### src/sv/sorted_set_list_defines.svh
// ---------------------------------------------------------------------------
// sorted_set_list assertion macros
// Immediate-cycle and next-cycle implication checks on clk, off in reset.
// ---------------------------------------------------------------------------
`ifndef SORTED_SET_LIST_DEFINES_SVH
`define SORTED_SET_LIST_DEFINES_SVH

// ante and cons hold in the same cycle
`define SSL_ASSERT_SAME(label, ante, cons, msg) \
    label: assert property (@(posedge clk) disable iff (!rst_n) (ante) |-> (cons)) \
        else $error(msg);

// cons holds in the cycle after ante
`define SSL_ASSERT_NEXT(label, ante, cons, msg) \
    label: assert property (@(posedge clk) disable iff (!rst_n) (ante) |=> (cons)) \
        else $error(msg);

`endif

### src/sv/sset_pkg.sv
// ---------------------------------------------------------------------------
// sset_pkg
// Sizes, command and status codes and the value memory request type.
// ---------------------------------------------------------------------------
package sset_pkg;

    localparam int DEPTH = 16;
    localparam int IDX_W = (DEPTH > 1) ? $clog2(DEPTH) : 1;
    localparam int CNT_W = $clog2(DEPTH + 1);
    localparam int VAL_W = 32;
    localparam int CMD_W = 3;
    localparam int ST_W  = 3;
    localparam int OCC_W = 5;

    typedef enum logic [CMD_W-1:0] {
        CMD_INSERT = 3'd0,
        CMD_REMOVE = 3'd1,
        CMD_CLEAR  = 3'd2,
        CMD_SUCC   = 3'd3,
        CMD_PRED   = 3'd4
    } cmd_code_t;

    typedef enum logic [ST_W-1:0] {
        ST_OK       = 3'd0,
        ST_DUP      = 3'd1,
        ST_NOTFOUND = 3'd2,
        ST_FULL     = 3'd3,
        ST_NONEIGH  = 3'd4
    } status_t;

    typedef struct packed {
        logic                    rd_en;
        logic [IDX_W-1:0]        rd_addr;
        logic                    wr_en;
        logic [IDX_W-1:0]        wr_addr;
        logic signed [VAL_W-1:0] wr_data;
    } mem_req_t;

endpackage

### src/sv/sset_cmd_if.sv
// ---------------------------------------------------------------------------
// sset_cmd_if
// Command channel: one beat carries a command code and a value.
// ---------------------------------------------------------------------------
interface sset_cmd_if;

    logic                              valid;
    logic                              ready;
    logic [sset_pkg::CMD_W-1:0]        command;
    logic signed [sset_pkg::VAL_W-1:0] value;

    modport source (output valid, output command, output value, input ready);
    modport sink   (input valid, input command, input value, output ready);

endinterface

### src/sv/sset_res_if.sv
// ---------------------------------------------------------------------------
// sset_res_if
// Result channel: status, neighbour and a summary of the set per beat.
// ---------------------------------------------------------------------------
interface sset_res_if;

    logic                              valid;
    logic                              ready;
    logic [sset_pkg::ST_W-1:0]         status;
    logic signed [sset_pkg::VAL_W-1:0] neighbour;
    logic signed [sset_pkg::VAL_W-1:0] smallest;
    logic signed [sset_pkg::VAL_W-1:0] largest;
    logic [sset_pkg::OCC_W-1:0]        occupancy;
    logic                              is_empty;

    modport source (
        output valid, output status, output neighbour, output smallest,
        output largest, output occupancy, output is_empty, input ready
    );
    modport sink (
        input valid, input status, input neighbour, input smallest,
        input largest, input occupancy, input is_empty, output ready
    );

endinterface

### src/sv/sset_mem.sv
// ---------------------------------------------------------------------------
// sset_mem
// Value store: one write port, one read port with registered data.
// ---------------------------------------------------------------------------
module sset_mem (
    input  logic                              clk,
    input  sset_pkg::mem_req_t                req,
    output logic signed [sset_pkg::VAL_W-1:0] rd_data
);

    logic signed [sset_pkg::VAL_W-1:0] mem [sset_pkg::DEPTH];
    logic signed [sset_pkg::VAL_W-1:0] rd_data_reg;

    always_ff @(posedge clk)
    begin
        if (req.wr_en)
        begin
            mem[req.wr_addr] <= req.wr_data;
        end
    end

    // read data holds while no read is issued
    always_ff @(posedge clk)
    begin
        if (req.rd_en)
        begin
            rd_data_reg <= mem[req.rd_addr];
        end
    end

    assign rd_data = rd_data_reg;

endmodule

### src/sv/sset_ctrl.sv
// ---------------------------------------------------------------------------
// sset_ctrl
// Sequencer: scans the store with one comparator, shifts entries through
// the memory's read and write ports, then gathers the result beat.
// ---------------------------------------------------------------------------
module sset_ctrl (
    input  logic                              clk,
    input  logic                              rst_n,
    sset_cmd_if.sink                          cmd,
    sset_res_if.source                        res,
    output sset_pkg::mem_req_t                mem_req,
    input  logic signed [sset_pkg::VAL_W-1:0] mem_rd_data
);

    typedef enum logic [3:0] {
        S_IDLE,
        S_SCAN,
        S_CMP,
        S_DECIDE,
        S_INS_RD,
        S_INS_WR,
        S_REM_RD,
        S_REM_WR,
        S_NEIGH,
        S_MIN,
        S_MAX,
        S_DONE
    } state_t;

    localparam int IW = sset_pkg::IDX_W;
    localparam int CW = sset_pkg::CNT_W;
    localparam int VW = sset_pkg::VAL_W;

    state_t                       state_reg,     state_next;
    logic [sset_pkg::CMD_W-1:0]   cmd_reg,       cmd_next;
    logic signed [VW-1:0]         val_reg,       val_next;
    logic [CW-1:0]                i_reg,         i_next;
    logic [CW-1:0]                j_reg,         j_next;
    logic                         found_reg,     found_next;
    logic [CW-1:0]                count_reg,     count_next;
    sset_pkg::status_t            status_reg,    status_next;
    logic signed [VW-1:0]         neigh_reg,     neigh_next;
    logic signed [VW-1:0]         min_reg,       min_next;
    logic                         res_valid_reg, res_valid_next;
    sset_pkg::status_t            res_status_reg, res_status_next;
    logic signed [VW-1:0]         res_neigh_reg, res_neigh_next;
    logic signed [VW-1:0]         res_min_reg,   res_min_next;
    logic signed [VW-1:0]         res_max_reg,   res_max_next;
    logic [CW-1:0]                res_count_reg, res_count_next;

    logic          lt;
    logic          eq;
    logic [CW-1:0] i_inc;
    logic [CW-1:0] i_dec;
    logic [CW-1:0] j_inc;
    logic [CW-1:0] j_dec;
    logic [CW-1:0] count_dec;

    // the shared comparator
    assign lt = mem_rd_data < val_reg;
    assign eq = mem_rd_data == val_reg;

    assign i_inc     = i_reg + 1'b1;
    assign i_dec     = i_reg - 1'b1;
    assign j_inc     = j_reg + 1'b1;
    assign j_dec     = j_reg - 1'b1;
    assign count_dec = count_reg - 1'b1;

    always_comb
    begin
        state_next      = state_reg;
        cmd_next        = cmd_reg;
        val_next        = val_reg;
        i_next          = i_reg;
        j_next          = j_reg;
        found_next      = found_reg;
        count_next      = count_reg;
        status_next     = status_reg;
        neigh_next      = neigh_reg;
        min_next        = min_reg;
        res_valid_next  = res_valid_reg;
        res_status_next = res_status_reg;
        res_neigh_next  = res_neigh_reg;
        res_min_next    = res_min_reg;
        res_max_next    = res_max_reg;
        res_count_next  = res_count_reg;
        mem_req         = '0;

        if (res_valid_reg && res.ready)
        begin
            res_valid_next = 1'b0;
        end

        unique case (state_reg)
            S_IDLE:
            begin
                if (cmd.valid)
                begin
                    cmd_next    = cmd.command;
                    val_next    = cmd.value;
                    i_next      = '0;
                    status_next = sset_pkg::ST_OK;
                    neigh_next  = '0;
                    if (cmd.command == sset_pkg::CMD_CLEAR)
                    begin
                        count_next = '0;
                        state_next = S_MIN;
                    end
                    else if (cmd.command inside {sset_pkg::CMD_INSERT, sset_pkg::CMD_REMOVE,
                                                 sset_pkg::CMD_SUCC, sset_pkg::CMD_PRED})
                    begin
                        state_next = S_SCAN;
                    end
                    else
                    begin
                        state_next = S_MIN;
                    end
                end
            end
            S_SCAN:
            begin
                if (i_reg == count_reg)
                begin
                    found_next = 1'b0;
                    state_next = S_DECIDE;
                end
                else
                begin
                    mem_req.rd_en   = 1'b1;
                    mem_req.rd_addr = i_reg[IW-1:0];
                    state_next      = S_CMP;
                end
            end
            S_CMP:
            begin
                if (lt)
                begin
                    i_next     = i_inc;
                    state_next = S_SCAN;
                end
                else
                begin
                    found_next = eq;
                    state_next = S_DECIDE;
                end
            end
            S_DECIDE:
            begin
                state_next = S_MIN;
                case (cmd_reg)
                    sset_pkg::CMD_INSERT:
                    begin
                        if (found_reg)
                        begin
                            status_next = sset_pkg::ST_DUP;
                        end
                        else if (count_reg == CW'(sset_pkg::DEPTH))
                        begin
                            status_next = sset_pkg::ST_FULL;
                        end
                        else
                        begin
                            j_next     = count_reg;
                            state_next = S_INS_RD;
                        end
                    end
                    sset_pkg::CMD_REMOVE:
                    begin
                        if (!found_reg)
                        begin
                            status_next = sset_pkg::ST_NOTFOUND;
                        end
                        else
                        begin
                            j_next     = i_reg;
                            state_next = S_REM_RD;
                        end
                    end
                    sset_pkg::CMD_SUCC:
                    begin
                        if (!found_reg)
                        begin
                            status_next = sset_pkg::ST_NOTFOUND;
                        end
                        else if (i_inc >= count_reg)
                        begin
                            status_next = sset_pkg::ST_NONEIGH;
                        end
                        else
                        begin
                            mem_req.rd_en   = 1'b1;
                            mem_req.rd_addr = i_inc[IW-1:0];
                            state_next      = S_NEIGH;
                        end
                    end
                    sset_pkg::CMD_PRED:
                    begin
                        if (!found_reg)
                        begin
                            status_next = sset_pkg::ST_NOTFOUND;
                        end
                        else if (i_reg == '0)
                        begin
                            status_next = sset_pkg::ST_NONEIGH;
                        end
                        else
                        begin
                            mem_req.rd_en   = 1'b1;
                            mem_req.rd_addr = i_dec[IW-1:0];
                            state_next      = S_NEIGH;
                        end
                    end
                    default:
                    begin
                        state_next = S_MIN;
                    end
                endcase
            end
            S_INS_RD:
            begin
                if (j_reg == i_reg)
                begin
                    mem_req.wr_en   = 1'b1;
                    mem_req.wr_addr = i_reg[IW-1:0];
                    mem_req.wr_data = val_reg;
                    count_next      = count_reg + 1'b1;
                    state_next      = S_MIN;
                end
                else
                begin
                    mem_req.rd_en   = 1'b1;
                    mem_req.rd_addr = j_dec[IW-1:0];
                    state_next      = S_INS_WR;
                end
            end
            S_INS_WR:
            begin
                mem_req.wr_en   = 1'b1;
                mem_req.wr_addr = j_reg[IW-1:0];
                mem_req.wr_data = mem_rd_data;
                j_next          = j_dec;
                state_next      = S_INS_RD;
            end
            S_REM_RD:
            begin
                if (j_inc >= count_reg)
                begin
                    count_next = count_dec;
                    state_next = S_MIN;
                end
                else
                begin
                    mem_req.rd_en   = 1'b1;
                    mem_req.rd_addr = j_inc[IW-1:0];
                    state_next      = S_REM_WR;
                end
            end
            S_REM_WR:
            begin
                mem_req.wr_en   = 1'b1;
                mem_req.wr_addr = j_reg[IW-1:0];
                mem_req.wr_data = mem_rd_data;
                j_next          = j_inc;
                state_next      = S_REM_RD;
            end
            S_NEIGH:
            begin
                neigh_next = mem_rd_data;
                state_next = S_MIN;
            end
            S_MIN:
            begin
                mem_req.rd_en   = 1'b1;
                mem_req.rd_addr = '0;
                state_next      = S_MAX;
            end
            S_MAX:
            begin
                min_next        = (count_reg != '0) ? mem_rd_data : '0;
                mem_req.rd_en   = 1'b1;
                mem_req.rd_addr = (count_reg != '0) ? count_dec[IW-1:0] : '0;
                state_next      = S_DONE;
            end
            S_DONE:
            begin
                // wait for the output register to free up
                if (!res_valid_reg || res.ready)
                begin
                    res_valid_next  = 1'b1;
                    res_status_next = status_reg;
                    res_neigh_next  = neigh_reg;
                    res_min_next    = min_reg;
                    res_max_next    = (count_reg != '0) ? mem_rd_data : '0;
                    res_count_next  = count_reg;
                    state_next      = S_IDLE;
                end
            end
            default:
            begin
                state_next = S_IDLE;
            end
        endcase
    end

    always_ff @(posedge clk or negedge rst_n)
    begin
        if (!rst_n)
        begin
            state_reg      <= S_IDLE;
            cmd_reg        <= '0;
            val_reg        <= '0;
            i_reg          <= '0;
            j_reg          <= '0;
            found_reg      <= 1'b0;
            count_reg      <= '0;
            status_reg     <= sset_pkg::ST_OK;
            neigh_reg      <= '0;
            min_reg        <= '0;
            res_valid_reg  <= 1'b0;
            res_status_reg <= sset_pkg::ST_OK;
            res_neigh_reg  <= '0;
            res_min_reg    <= '0;
            res_max_reg    <= '0;
            res_count_reg  <= '0;
        end
        else
        begin
            state_reg      <= state_next;
            cmd_reg        <= cmd_next;
            val_reg        <= val_next;
            i_reg          <= i_next;
            j_reg          <= j_next;
            found_reg      <= found_next;
            count_reg      <= count_next;
            status_reg     <= status_next;
            neigh_reg      <= neigh_next;
            min_reg        <= min_next;
            res_valid_reg  <= res_valid_next;
            res_status_reg <= res_status_next;
            res_neigh_reg  <= res_neigh_next;
            res_min_reg    <= res_min_next;
            res_max_reg    <= res_max_next;
            res_count_reg  <= res_count_next;
        end
    end

    assign cmd.ready     = (state_reg == S_IDLE);
    assign res.valid     = res_valid_reg;
    assign res.status    = res_status_reg;
    assign res.neighbour = res_neigh_reg;
    assign res.smallest  = res_min_reg;
    assign res.largest   = res_max_reg;
    assign res.occupancy = sset_pkg::OCC_W'(32'(res_count_reg));
    assign res.is_empty  = (res_count_reg == '0);

endmodule

### src/sv/sorted_set_list.sv
// ---------------------------------------------------------------------------
// sorted_set_list
// Ordered set of distinct signed values with insert, remove, clear and
// successor / predecessor lookup; one result beat per command beat.
// ---------------------------------------------------------------------------
// The set lives in a single-port-read, single-port-write memory of DEPTH
// entries, and one comparator walks it from the smallest entry upwards;
// inserts and removes then move the entries above the position through the
// same ports, one read and one write per entry moved. Clear and the unused
// codes skip the walk. Every command ends by reading the smallest and the
// largest entry, and the result may wait for the output register; the
// command channel is not ready until the result has gone into the output
// register, which holds it while the next command is already taken. No
// clearing pass follows reset: stored values are only used below the
// current occupancy.
// ---------------------------------------------------------------------------
`include "sorted_set_list_defines.svh"

module sorted_set_list (
    input  logic       clk,
    input  logic       rst_n,
    sset_cmd_if.sink   cmd,
    sset_res_if.source res
);

    sset_pkg::mem_req_t                mem_req;
    logic signed [sset_pkg::VAL_W-1:0] mem_rd_data;

    sset_ctrl u_ctrl (
        .clk         (clk),
        .rst_n       (rst_n),
        .cmd         (cmd),
        .res         (res),
        .mem_req     (mem_req),
        .mem_rd_data (mem_rd_data)
    );

    sset_mem u_mem (
        .clk     (clk),
        .req     (mem_req),
        .rd_data (mem_rd_data)
    );

    `SSL_ASSERT_NEXT(a_busy_after_beat, cmd.valid && cmd.ready, !cmd.ready, "ready after beat")
    `SSL_ASSERT_SAME(a_empty_summary, res.valid && res.is_empty, res.occupancy == '0 && res.smallest == '0 && res.largest == '0, "empty summary")
    `SSL_ASSERT_SAME(a_neigh_zero, res.valid && res.status != sset_pkg::ST_OK, res.neighbour == '0, "neighbour not zero")
    `SSL_ASSERT_SAME(a_min_max_order, res.valid && !res.is_empty, res.smallest <= res.largest, "smallest above largest")

endmodule
### src/flat_wrapper.sv
// flat-port wrapper written by rule: the top's interface ports become plain ports
module sorted_set_list_flat 
  (clk, rst_n, cmd_valid, cmd_command, cmd_value, cmd_ready, res_valid, res_status, res_neighbour, res_smallest, res_largest, res_occupancy, res_is_empty, res_ready);
  sset_cmd_if cmd_i ();
  sset_res_if res_i ();
  input  logic clk;
  input  logic rst_n;
  input wire logic [$bits(cmd_i.valid)-1:0] cmd_valid;
  input wire logic [$bits(cmd_i.command)-1:0] cmd_command;
  input wire logic [$bits(cmd_i.value)-1:0] cmd_value;
  output wire logic [$bits(cmd_i.ready)-1:0] cmd_ready;
  output wire logic [$bits(res_i.valid)-1:0] res_valid;
  output wire logic [$bits(res_i.status)-1:0] res_status;
  output wire logic [$bits(res_i.neighbour)-1:0] res_neighbour;
  output wire logic [$bits(res_i.smallest)-1:0] res_smallest;
  output wire logic [$bits(res_i.largest)-1:0] res_largest;
  output wire logic [$bits(res_i.occupancy)-1:0] res_occupancy;
  output wire logic [$bits(res_i.is_empty)-1:0] res_is_empty;
  input wire logic [$bits(res_i.ready)-1:0] res_ready;
  assign cmd_i.valid = cmd_valid;
  assign cmd_i.command = cmd_command;
  assign cmd_i.value = cmd_value;
  assign cmd_ready = cmd_i.ready;
  assign res_valid = res_i.valid;
  assign res_status = res_i.status;
  assign res_neighbour = res_i.neighbour;
  assign res_smallest = res_i.smallest;
  assign res_largest = res_i.largest;
  assign res_occupancy = res_i.occupancy;
  assign res_is_empty = res_i.is_empty;
  assign res_i.ready = res_ready;
  sorted_set_list u_core (.clk(clk), .rst_n(rst_n), .cmd(cmd_i), .res(res_i));
endmodule
### config.mk
export PLATFORM = sky130hd
export DESIGN_NAME = sorted_set_list_flat
export DESIGN_NICKNAME = d
export VERILOG_FILES = /design/src/sv/sset_pkg.sv /design/src/sv/sset_cmd_if.sv /design/src/sv/sset_res_if.sv /design/src/sv/sset_mem.sv /design/src/sv/sset_ctrl.sv /design/src/sv/sorted_set_list.sv /design/src/flat_wrapper.sv
export VERILOG_INCLUDE_DIRS = /design/src /design/src/sv
export SDC_FILE = /design/constraint.sdc
export NUM_CORES = 1
export LEC_CHECK = 0
export BUFFER_PORTS_ARGS = -buffer_cell sky130_fd_sc_hd__clkbuf_2
export CELL_PAD_IN_SITES_DETAIL_PLACEMENT = 0
export CELL_PAD_IN_SITES_GLOBAL_PLACEMENT = 1
export CORE_MARGIN = 10
export CORE_UTILIZATION = 50
export CTS_CLUSTER_DIAMETER = 80
export DETAILED_ROUTE_END_ITERATION = 8
export PLACE_DENSITY_LB_ADDON = 0.25
export SLEW_MARGIN = 20
export SYNTH_ARGS = -nofsm -noshare
export SYNTH_HDL_FRONTEND = slang
export SYNTH_SLANG_ARGS = --single-unit
### constraint.sdc
create_clock -name clk -period 9.8 [get_ports clk]
set_input_delay 0.98 -clock clk [delete_from_list [all_inputs] [get_ports clk]]
set_output_delay 0.98 -clock clk [all_outputs]
set_load 0.02 [all_outputs]
==> impl_metrics.csv <==
group,metric,value,unit
run_status,status,"finished, final reports clean",
placement,hpwl,51.31,mm
clocking,root_buffer,"clkbuf_16",
synthesis,async_flop_share,29.44,%
clocking,cts_sinks,771,
global_routing,grt_overflow_total,0,
synthesis,syn_area_per_cell,13.42,sq um
floorplan,dieWidth,276.2,microns
routing,drtPass1Iterations,5,
clocking,post-cts-setup-buffers,0,
sta,layout_setup_ws,4.199,ns
sta,skew,0.02454,ns
layout,largest-register,"u_core.u_mem.mem",
routing,drc_errors,0,
sta,finalHoldViolCount,0,
sta,rsz0062_at_grt,"no",
worst_setup_path,arrival,5.97,ns
floorplan,die_y,276.2,microns
clocking,cts_tree,"yes",
worst_setup_path,criticalPathCategory,"reg -> reg",
clocking,ctsResizeCount,0,
worst_setup_path,endpoint_kind,"flip-flop",
synthesis,syn_area,32830,sq um
placement,portBuffers,145,
layout,largest_reg_flops,512,
layout,fin_util,57.46,%
sta,fmax,178.5,MHz
power_and_ir_drop,finalPower,11.03,mW
routing,via_per_inst,6.126,
sta,slew_viol_final,0,
floorplan,ios,146,
synthesis,yosysWarnings,0,
sta,whs,0.3230,ns
clocking,cts_buffers,80,
sta,post-route-min-period,5.601,ns
layout,nNetsFinal,2649,
layout,area_delta_synth_final,13.25,%
placement,post-place-ws,4.254,ns
job,cap_violations,0,
worst_setup_path,crit_fanout,46,
synthesis,ys_types,67,
global_routing,track_usage,22.35,%
worst_setup_path,required,10.16,ns
floorplan,start_util,50.74,%
clocking,holdBufCountCts,0,
floorplan,die_area,76310,sq um
clocking,clk_latency,0.62,ns
power_and_ir_drop,vdd_drop_max,0.2176,mV
global_routing,antenna_found_initial,0,
global_routing,grt_pass1_vias,21042,
clocking,cts.clk_slew.worst_paths,0.06,ns
layout,layout-drive-gt1-share,19.60,%
synthesis,synthesis.nets,2534,
synthesis,ys.flop_type,"edfxtp_1",
sta,worst_slew_margin_rel,25.66,%
sta,tightest_slew,1.115,ns
clocking,cts_max_level,3,
floorplan,rows,93,
global_routing,grt_pass1_wl,133.5,mm
synthesis,synth_edf_count,544,
clocking,cts.path.max_buffers,3,
power_and_ir_drop,leakage,13.39,nW
routing,detail-route-antenna-nets,0,
layout,nFillCells,5260,
routing,wl_per_cell,25.14,microns
sta,finalSetupViolations,0,
synthesis,ys_seq_area_share,67.06,%
global_routing,grt_max_degree,193,
min_path,min_path_type,"in -> async",
placement,gp_congestion,0.8620,
routing,vias,21331,
worst_setup_path,start_kind,"flip-flop",
sta,tns,0,ns
worst_setup_path,reg2reg_depth,14,
floorplan,core-area,64700,sq um
routing,drtIter0Drc,2332,
synthesis,ys_seq_elements,771,
routing,wl,87.54,mm
synthesis,syn_inst,2446,
layout,num_antenna_cells,0,
power_and_ir_drop,p_per_area,296.7,nW/um^2
sta,period_share,57.15,%
[critical path: stages, from the launching register on]
cell and delay, ns:
dfrtp_1 0.54, ha_1 0.31, xnor2_1 0.22, inv_1 0.09, ha_1 0.32, a211o_1 0.29, a31oi_1 0.37, o21ai_1 0.22
a211oi_1 0.70, nor3_2 0.11, buf_4 0.33, nor2_2 0.84, buf_4 0.48, a2111oi_1 0.17, a211o_1 0.31
[power by group]
part | total, mW | internal (mW) | switching (mW) | leakage, nW
sequential | 4.58 | 4.08 | 0.495 | 7.56
combinational | 3.50 | 1.29 | 2.21 | 4.57
clock | 2.95 | 1.70 | 1.25 | 1.25
total | 11.0 | 7.08 | 3.95 | 13.4
[cells in the final DEF (no fill, tap or decap), types with 5 or more instances in the layout]
cell type / count
edfxtp_1: 544
nand2_1: 310
dfrtp_1: 227
o21ai_0: 165
clkbuf_2: 144
mux2_2: 107
and3_1: 100
a21oi_1: 93
clkbuf_16: 82
buf_4: 74
nor2b_1: 71
a211oi_1: 70
a2111oi_0: 68
a221oi_1: 67
inv_1: 52
ha_1: 49
mux2i_1: 36
a211o_1: 34
nor2_1: 31
a2111oi_2: 30
a2111oi_1: 30
clkinv_1: 19
nor2_4: 18
xnor2_1: 15
clkinv_2: 15
clkbuf_1: 12
nand3_1: 11
nor3_1: 10
a21o_1: 10
nand2b_1: 8
xor2_1: 7
o211ai_1: 6
o22ai_1: 6
nand4_1: 5
o31ai_1: 5
bufinv_16: 5
clkbuf_8: 5
[cell type report]
type                            count  area (sq um)  share of cell area (%)
Inverter                           52         195.2                  0.5250
Timing Repair Buffer              221          1323                   3.557
Multi-Input combinational cell   1435         10020                   26.96
Sequential cell                   771         22020                   59.22
Tap cell                          855          1070                   2.877
Clock inverter                     49         385.4                   1.037
Clock buffer                       99          2166                   5.826
[synthesized netlist by cell type (all sizes together), types with 7 or more instances]
library cell,instances,area (sq um)
a2111oi,128,1346
a211o,34,297.8
a211oi,70,525.5
a21o,10,75.07
a21oi,93,465.5
a221oi,67,586.8
and2,7,43.79
and3,100,625.6
buf,50,295.3
clkbuf,138,518.0
dfrtp,227,5680
edfxtp,544,16340
ha,49,613.1
inv,52,195.2
mux2,107,1205
mux2i,36,360.4
nand2,313,1175
nand2b,8,50.05
nand3,13,65.06
nor2,50,187.7
nor2b,71,444.2
nor3,13,70.07
o21ai,166,830.8
xnor2,15,131.4
xor2,7,61.31
[per-layer routing]
layer | vias to the layer above | track usage [%] | wire [microns]
li1 | 9560 | - | -
met3 | 133 | 4.482 | 7273
met2 | 900 | 34.29 | 39710
met1 | 10738 | 32.03 | 38540
met5 | - | 0 | 0
met4 | 0 | 6.023 | 2019
[per-stage QoR]
stage / area [sq um] / std cells
floorplan: 32830 / 2446
global route: 37180 / 3482
global placement: 34610 / 3334
CTS: 37170 / 3482
finish: 37180 / 3482
detailed placement: 34620 / 3334
[cells by family (layout without fill, tap and decap cells)]
logic type	after synthesis	count (layout)	synth area share (%)
DFF	771	771	67.06
AOI/OAI and AO/OA	620	620	13.85
and+or+nand+nor	601	601	8.793
buffers and inverters	240	421	3.072
muxes	143	143	4.768
adders and majority gates	49	49	1.868
xor gates and xnor gates	22	22	0.5870
[final timing paths]
path / from / end / slack, ns
setup / recovery: u_core.u_ctrl.i_reg[0]$_DFFE_PN0P_ / u_core.u_mem.rd_data[4]$_DFFE_PP_ / 4.20
max in group asynchronous: rst_n / u_core.u_ctrl.val_reg[16]$_DFFE_PN0P_ / 7.45
hold / removal: rst_n / u_core.u_ctrl.res.status[0]$_DFFE_PN0P_ / 0.32
setup reg to reg: u_core.u_ctrl.i_reg[0]$_DFFE_PN0P_ / u_core.u_mem.rd_data[4]$_DFFE_PP_ / 4.20
hold reg to reg: u_core.u_ctrl.min_reg[18]$_DFFE_PN0N_ / u_core.u_ctrl.min_reg[18]$_DFFE_PN0N_ / 0.48
min in group clk: u_core.u_ctrl.min_reg[18]$_DFFE_PN0N_ / u_core.u_ctrl.min_reg[18]$_DFFE_PN0N_ / 0.48
No activity file was read; power rests on OpenSTA's default activity.
